$ cat src/rtl/itpl_pkg.sv
`timescale 1ns / 1ps
// ----------------------------------------------------------------------------
// itpl_pkg
// Shared types and codes for the interval table position locator.
// ----------------------------------------------------------------------------
package itpl_pkg;

  localparam int FIELD_POS_W = 48;
  localparam int FIELD_IDX_W = 6;
  localparam int CFG_W       = 7;

  // Item mode codes as they arrive on the input transfer.
  localparam logic [1:0] MODE_LOAD   = 2'd0;
  localparam logic [1:0] MODE_LOCATE = 2'd1;
  localparam logic [1:0] MODE_NEXT   = 2'd2;

  typedef struct packed {
    logic [1:0]             mode;
    logic [FIELD_IDX_W-1:0] entry_index;
    logic [FIELD_POS_W-1:0] entry_begin;
    logic [FIELD_POS_W-1:0] entry_length;
    logic [FIELD_POS_W-1:0] lookup_pos;
  } in_item_t;

  typedef struct packed {
    logic                   found;
    logic [FIELD_IDX_W-1:0] hit_index;
    logic [FIELD_POS_W-1:0] result_position;
  } out_item_t;

  // Operation decided by the front end.
  typedef enum logic [1:0] {
    OP_NONE,
    OP_LOAD,
    OP_LOCATE,
    OP_NEXT
  } cmd_op_t;

  typedef struct packed {
    cmd_op_t                op;
    logic [FIELD_IDX_W-1:0] slot;
    logic [FIELD_POS_W-1:0] begin_pos;
    logic [FIELD_POS_W-1:0] length;
    logic [FIELD_POS_W-1:0] query_pos;
  } cmd_t;

  typedef enum logic [1:0] {
    BK_IDLE,
    BK_EXEC,
    BK_SCAN,
    BK_FINISH
  } back_state_t;

endpackage

$ cat src/rtl/itpl_front.sv
`timescale 1ns / 1ps
// ----------------------------------------------------------------------------
// itpl_front
// Accepts items, decodes them into commands and queues them for the back end.
// ----------------------------------------------------------------------------
module itpl_front #(
  parameter int MAX_ENTRIES   = 64,
  parameter int POSITION_BITS = 48
) (
  input  logic             clk,
  input  logic             rst,
  input  logic             start,
  output logic             busy,
  input  itpl_pkg::in_item_t item,
  output logic             cmd_valid,
  input  logic             cmd_ready,
  output itpl_pkg::cmd_t   cmd
);
  import itpl_pkg::*;

  localparam int PW = (POSITION_BITS < FIELD_POS_W) ? POSITION_BITS : FIELD_POS_W;
  localparam logic [FIELD_POS_W-1:0] POS_MASK = {FIELD_POS_W{1'b1}} >> (FIELD_POS_W - PW);

  cmd_t       queue [2];
  logic       wr_ptr;
  logic       rd_ptr;
  logic [1:0] count;
  cmd_t       decoded;
  logic       push;
  logic       pop;

  // Decode the incoming item; a load to a slot past the table acts as a no-op.
  always_comb begin
    decoded.slot      = item.entry_index;
    decoded.begin_pos = item.entry_begin & POS_MASK;
    decoded.length    = item.entry_length & POS_MASK;
    decoded.query_pos = item.lookup_pos & POS_MASK;
    unique case (item.mode)
      MODE_LOAD:   decoded.op = (32'(item.entry_index) < 32'(MAX_ENTRIES)) ? OP_LOAD : OP_NONE;
      MODE_LOCATE: decoded.op = OP_LOCATE;
      MODE_NEXT:   decoded.op = OP_NEXT;
      default:     decoded.op = OP_NONE;
    endcase
  end

  assign busy      = (count == 2'd2);
  assign push      = start && !busy;
  assign cmd_valid = (count != 2'd0);
  assign pop       = cmd_valid && cmd_ready;
  assign cmd       = queue[rd_ptr];

  always_ff @(posedge clk) begin
    if (rst) begin
      wr_ptr <= 1'b0;
      rd_ptr <= 1'b0;
      count  <= 2'd0;
    end else begin
      if (push) wr_ptr <= !wr_ptr;
      if (pop) rd_ptr <= !rd_ptr;
      count <= count + {1'b0, push} - {1'b0, pop};
    end
  end

  always_ff @(posedge clk) begin
    if (push) queue[wr_ptr] <= decoded;
  end

endmodule

$ cat config.mk
export PLATFORM = sky130hd
export DESIGN_NAME = itpl_front
export DESIGN_NICKNAME = d
export VERILOG_FILES = /design/src/rtl/itpl_pkg.sv /design/src/rtl/itpl_front.sv
export SDC_FILE = /design/constraint.sdc
export NUM_CORES = 1
export LEC_CHECK = 0
export BUFFER_PORTS_ARGS = -buffer_cell sky130_fd_sc_hd__buf_2
export CAP_MARGIN = 40
export CORE_UTILIZATION = 45
export DETAILED_ROUTE_END_ITERATION = 8
export GPL_TIMING_DRIVEN = 0
export PLACE_DENSITY_LB_ADDON = 0.25
export SYNTH_ARGS = -nofsm -noshare
export SYNTH_HDL_FRONTEND = slang
export SYNTH_SLANG_ARGS = --single-unit
$ cat constraint.sdc
create_clock -name clk -period 15.4 [get_ports clk]
set_clock_uncertainty 0.1 [all_clocks]
set_input_delay 3.08 -clock clk [delete_from_list [all_inputs] [get_ports clk]]
set_output_delay 3.08 -clock clk [all_outputs]
set_load 0.05 [all_outputs]
Word-level counts from Yosys, hierarchy flattened. Memory sizes are Yosys's and may differ from the RTL's. A register that Yosys moved wholly into a read port is not among the register bits. Index checks and enable logic that the tools add are counted.

Add/subtract/negate cells: 2. Equality and inequality tests: 3. Muxes and demuxes: 5. Reductions and logical operators: 7.

Operators by type and width (number): $pmux W2 S3 (1); $eq A2 B2 Y1 const B (2); $mux W1 (4); $logic_not A1 Y1 (3); $add A2 B1 Y2 (1); $eq A2 B1 Y1 const B (1); $logic_and A1 B1 Y1 (2); $logic_not A2 Y1 (1); $reduce_bool A2 Y1 (1); $sub A2 B1 Y2 (1).

Register bits: 4. RAM bits: 304. Output and inout bits: 154. Logic and storage cells: 21. Memories kept: 1.

Memory list: queue (words 2, width 152, rd ports 1, clocked after memory_dff 1, write ports 1, line itpl_front.sv:24) `cmd_t queue [2];`.

Depth between registers and ports, before layout. Gate-level depths: netlist (run 1).

Word-level depth: 5. Depth in mapped cells: 8. Gate-level depth less buffers: 8.

Worst setup path before layout (run 1). No wires, ideal clock.

Path kind: input to register. Start point: in start. End point: mem queue[1][0] in the netlist's numbering (enable). Arrival time: 6.617 ns. Data required time: 14.769 ns. Path slack: 8.152 ns. Cell stages on the path: 1. Cell sequence: and3_1.

Longest elaborated chain between the ends: 3.

Ends and longest elaborated chain: from (decl) (line itpl_front.sv:12) `input logic start,`; $logic_and A1 B1 Y1 (line itpl_front.sv:47) `assign push = start && !busy;`; $mux W1 (line itpl_front.sv:65) `if (push) queue[wr_ptr] <= decoded;`; $mux W1 (implied by the code) (line itpl_front.sv:65); to (decl) (line itpl_front.sv:24).

No other way between the ends.

==> out/metrics.yaml, run 1 <==
yosys:
  ys_types: 22
  synth-warning-count: 0
  synth_edf_count: 304
  ys.flop_type: "edfxtp_1"
  async_flop_share_pct: 0
  yosysTopAreaCell: "edfxtp_1"
  synth_top_area_share_pct: 78.9
  syn-mean-instance-area_um2: 22.8
  synthTopCellsByArea: "edfxtp_1 (79%), mux2_4 (10%), mux2_2 (7.0%)"
  synth_nets: 668
  ys_seq_area_share_pct: 79.7
  syn_area_mm2: 0.0116
  synthCells: 507
  yosysMostFrequentCell: "edfxtp_1"
  synth_seq_cells: 309
  synth_commonest_cells: "edfxtp_1 (304), mux2_4 (80), mux2_2 (72), buf_6 (10), buf_2 (7)"
hold_path:
  hp-start: "wr_ptr$_SDFFE_PP0P_"
  min_path_cells: 2
  min_path_type: "reg -> reg"
  hold_end: "wr_ptr$_SDFFE_PP0P_"
sta:
  rsz0062_at_grt: "false"
  finalSetupViolations: 0
  finalSetupTns_ns: 0
  slew_viol_final: 0
  fmax_mhz: 195
  relSlewSlack_pct: 60.9
  timing.hold.ws_ns: 0.400
  period_share_pct: 33.2
  worstMarginPinSlew_ns: 0.586
  hold_viol: 0
  layout_min_cycle_time_ns: 5.12
clock_tree:
  clock_sinks: 309
  insertion_delay_ns: 0.54
  cts_tree: "built"
  path_clk_slew_ns: 0.06
  htree_num_levels: 1
  cts_root_buffer: "clkbuf_16"
  cts_hold_buffers: 0
  cts_buffer_depth: 3
  numCtsBuffers: 31
  cts_setup_buffers: 0
  post_cts_resized: 0
die:
  die_w_um: 162
  die_h_um: 162
  num_rows: 58
  core_area_mm2: 0.0252
  start_util_pct: 46.0
  die_area_mm2: 0.0264
  io-pin-count: 310
global_routing:
  track_usage_pct: 15.7
  grt_max_degree: 78
  grt_pass1_vias: 5960
  antenna_found_initial: 5
  grt_pass1_wl_um: 31800
  gr-total-overflow: 0
drt:
  wirelength_um: 21300
  routed_via_density: 4.78
  drc_errors: 0
  wl_per_cell_um: 17.6
  dr.first_iter.drc_count: 252
  ant_nets: 0
  dr.pass1.iters: 4
  num_vias: 5784
critical_path:
  crit_family: "buffers and inverters"
  worstPathBufferInverterCount: 4
  worstPathArrival_ns: 1.94
  r2r_cells: 5
  reg2reg_from: "count[0]$_SDFF_PP0_"
  worst_path_largest_cell_delay_ns: 0.33
  start_kind: "register"
  required_ns: 12.22
  rrSetupSlack_ns: 13.01
  cp-end-kind: "output pin"
  slowest_stage: "mux2_4"
  crit_type: "reg -> out"
  cp_cell_sequence: "buf_6 > buf_6 > buf_6 > mux2_4 > buf_2"
  r2r-end: "queue[0][92]$_DFFE_PP_"
  cp_common_cell: "buf_6"
  critical_path.max_fanout: 10
finish:
  layout-drive-gt1-share_pct: 60.4
  area_delta_synth_final_pct: 26.2
  regArea_mm2: 0.00923
  final_util_pct: 58.0
  fill_cells: 1963
  stdcell_count: 1211
  multi_input_area_mm2: 0.00218
  final_nets: 1014
placed_design:
  gp_congestion: 0.697
  dp.cells: 1150
  dp_hpwl_um: 14400
  io_buffer_count: 309
pwr:
  p_leak_nw: 5.66
  power-per-cell-area_mw_per_mm2: 199
  worst_ir_drop_vdd_mv: 0.123
run:
  maxCapViolCount: 0
run_status:
  status: "completed"
## routing by layer
metal	up-vias	global-route usage, %	part of all wire (%)
li1	2715	-	-
met1	2789	19.0	40
met2	244	26.0	48
met3	32	6.37	11
met4	4	3.99	1.6
met5	-	0	0.13
## worst min-delay path: stages, from the launching register on
cell	delay, ns
dfxtp_1	0.32
o21ai_0	0.07
a21oi_1	0.06
## kinds of logic (layout without fill, tap and decap cells)
family	after synthesis	count (layout)	share of synthesized area, %
flip-flops	309	309	79.7
multiplexers	152	152	17.4
buffers and inverters	23	393	1.47
AND/OR/NAND/NOR	13	13	0.584
adder cells (fa/ha/maj)	5	5	0.540
AO/OA/AOI/OAI	3	3	0.151
XOR/XNOR	2	2	0.151
other	0	4	0
## how the worst max path moves through the flow
stage                        start                     end  slack [ns]  cells after the start
after floorplan              start   queue[1][0]$_DFFE_PP_        8.15                      1
after global placement       start  queue[1][72]$_DFFE_PP_        5.95                      2
after detailed placement     start  queue[0][72]$_DFFE_PP_       10.30                      5
after CTS                 register                 cmd[97]       10.20                      5
after global routing      register                cmd[112]       10.18                      5
final                     register                 cmd[97]       10.28                      5
## final cells by class
class	count	share of cell area [%]
Sequential cell	309	63.2
Inverter	6	0.206
Tap cell	330	2.83
Multi-Input combinational cell	175	14.9
Buffer	17	1.01
Clock buffer	35	5.41
Antenna cell	4	0.0685
Clock inverter	22	1.07
Timing Repair Buffer	313	11.3
## registers in the layout, summed over array words and instances, names as in the netlist, named ones only
register  count
queue       304
count         2
rd_ptr        1
wr_ptr        1
## per-stage QoR
stage	setup slack [ns]	power, mW	cell area (µm²)
finish	10.28	2.91	14600
global route	10.18	3.03	14600
CTS	10.20	2.95	14600
detailed placement	10.30	2.25	13700
global placement	5.95	2.26	13500
floorplan	8.15	2.02	11600
## power by group
part / internal [mW] / total, mW / switching, mW
sequential: 1.07 / 1.10 / 0.0271
combinational: 0.340 / 1.12 / 0.781
clock: 0.399 / 0.694 / 0.294
## layout by cell type, fill, tap and decap left out, types with 2 or more instances in the layout
cell type	n
buf_16	3
buf_2	316
buf_6	10
bufinv_16	2
clkbuf_1	4
clkbuf_16	31
clkinv_1	9
clkinv_2	8
clkinvlp_4	3
dfxtp_1	5
diode_2	4
edfxtp_1	304
ha_1	5
inv_1	5
mux2_2	72
mux2_4	80
nor2_1	5
Note: power is estimated with default switching activity, not from simulation.
==> run 2, diff against run 1 <==
clock period = 4.6 ns   (was 15.4 ns; I/O delays follow)
==> out/metrics.yaml, run 2 (synthesis results as in run 1) <==
drt:
  drc_errors: 0  # unchanged
  dr.pass1.iters: 4  # unchanged
  routed_via_density: 4.75  # -0.62%
  wirelength_um: 21000  # -1.5%
  num_vias: 5772  # -0.21%
  wl_per_cell_um: 17.3  # -1.9%
  ant_nets: 0  # unchanged
  dr.first_iter.drc_count: 236  # -6.3%
finish:
  layout_commonest_cell: "buf_2"
  final_nets: 1020  # +0.59%
  largest_reg_flops: 304  # unchanged
  final_area_mm2: 0.0148  # +1.1%
  layout_common_cells: "buf_2 (316), edfxtp_1 (304), mux2_4 (80)"
  area_delta_synth_final_pct: 27.6
  top_register: "queue"
  layout-drive-gt1-share_pct: 60.5  # +0.087 points
  top_regs: "queue x304, count x2"
sta:
  layout_min_cycle_time_ns: 2.96
  worstMarginPinSlew_ns: 0.820  # +0.234 ns
  period_share_pct: 64.3
  rsz0062_at_grt: "false"
  finalSetupViolations: 0  # unchanged
  timing.hold.ws_ns: 0.399  # -0.00124 ns
  hold_viol: 0  # unchanged
  relSlewSlack_pct: 45.3  # -16 points
  fmax_mhz: 338
  slew_viol_final: 0  # unchanged
placed_design:
  gp_congestion: 0.692  # -0.76%
  place_area_mm2: 0.0137  # +0.36%
  dp_hpwl_um: 14300  # -0.83%
  io_buffer_count: 309  # unchanged
clock_tree:
  numCtsBuffers: 34  # +9.7%
  cts_buffer_depth: 3  # unchanged
  path_clk_slew_ns: 0.06  # about the same
  cts_root_buffer: "clkbuf_16"
  htree_num_levels: 2  # +1
  cts_hold_buffers: 0  # unchanged
  insertion_delay_ns: 0.50  # -0.04 ns
  cts_tree: "built"
  cts_setup_buffers: 0  # unchanged
  post_cts_resized: 0  # unchanged
  clock_sinks: 309  # unchanged
die:
  start_util_pct: 46.0  # unchanged
  die_area_mm2: 0.0264  # unchanged
  io-pin-count: 310  # unchanged
  die_w_um: 162  # unchanged
  core_area_mm2: 0.0252  # unchanged
  die_h_um: 162  # unchanged
  num_rows: 58  # unchanged
critical_path:
  worstPathBufferInverterCount: 4  # unchanged
  crit_family: "buffers and inverters"
  worst_path_largest_cell_delay_ns: 0.32  # about the same
  worstPathArrival_ns: 1.94  # about the same
  required_ns: 3.58  # -8.64 ns
  critical_path.max_fanout: 10  # unchanged
  crit_type: "reg -> out"
  cp_cell_sequence: "buf_6 > buf_6 > buf_6 > mux2_4 > buf_2"
  start_kind: "register"
  slowest_stage: "dfxtp_1"
  cp-end-kind: "output pin"
  cp_common_cell: "buf_6"
run:
  maxCapViolCount: 0  # unchanged
hold_path:
  min_path_type: "reg -> reg"
global_routing:
  track_usage_pct: 15.5  # -0.20 points
  grt_max_degree: 61  # -22%
  gr-total-overflow: 0  # unchanged
  grt_pass1_wl_um: 31000  # -2.8%
  grt_pass1_vias: 5857  # -1.7%
  antenna_found_initial: 2  # -3
pwr:
  swShare_pct: 37.3  # -0.58 points
  p_seq_share_pct: 36.8  # -0.9 points
  comb_power_share_pct: 37.9  # -0.6 points
  p_leak_nw: 5.72  # +1.1%
  worst_ir_drop_vdd_mv: 0.453  # +270%
  switchingPower_mw: 3.73  # +240%
  p_clk_share_pct: 25.4  # +1.6 points
  power-per-cell-area_mw_per_mm2: 677  # +240%
  internal_power_mw: 6.27  # +250%
run_status:
  status: "completed"
[run 2: changes by cell type in the layout (fill, tap and decap cells not counted), sizes merged]
cell / delta
buf: +3
bufinv: -1
clkbuf: +9
clkinv: -6
clkinvlp: +3
diode: -2
inv: -1
[run 2: area by class of cell]
cell class	count	area, µm²
antenna	2	5.00
buffer	17	148
clock buffer	44	952
clock inverter	17	113
fill	1961	10400
inverter	6	26.3
multi-input combinational	175	2180
sequential	309	9230
tap	330	413
timing repair buffer	316	1700
[run 2: final timing paths]
check	startpoint	endpoint	slack (ns)	cells after the start
min reg2reg	wr_ptr$_SDFFE_PP0P_	wr_ptr$_SDFFE_PP0P_	0.40	2
max reg2reg	count[0]$_SDFF_PP0_	queue[0][70]$_DFFE_PP_	2.16	7
max	register	cmd[89]	1.64	5
min	wr_ptr$_SDFFE_PP0P_	wr_ptr$_SDFFE_PP0P_	0.40	2
[run 2: power by group through the flow]
stage                     logic, mW  registers (mW)  clock network [mW]
after floorplan                3.00            3.75                   0
after CTS                      3.84            3.68                2.60
after global placement         3.75            3.78                   0
final                          3.78            3.67                2.54
after global routing           3.96            3.71                2.71
after detailed placement       3.83            3.73                   0
[run 2: worst reg2reg max path, stage by stage (launching register included)]
cell and delay (ns):
dfxtp_1 0.36, nand2b_2 0.15, inv_1 0.06, or3_1 0.36, clkinvlp_4 0.37, buf_16 0.23
buf_12 0.23, buf_12 0.24
[run 2: metal layers]
metal,GRT usage [%],routed length [µm],part of all wire [%],vias up
met4,5.32,440,2.1,2
met5,0,13,0.062,-
met1,18.3,8200,39,2763
met2,25.8,10300,49,241
li1,-,-,-,2725
met3,6.06,2060,9.8,41
[run 2: stage by stage]
stage,total power [mW],cells,util [%],setup TNS (ns),setup slack (ns)
after global placement,7.53,1146,53.8,-126.46,-0.842
after floorplan,6.75,507,-,0,0.746
after global routing,10.4,1214,58.6,0,1.53
after CTS,10.1,1214,58.6,0,1.59
final,9.99,1216,58.7,0,1.64
after detailed placement,7.56,1153,54.4,0,1.58
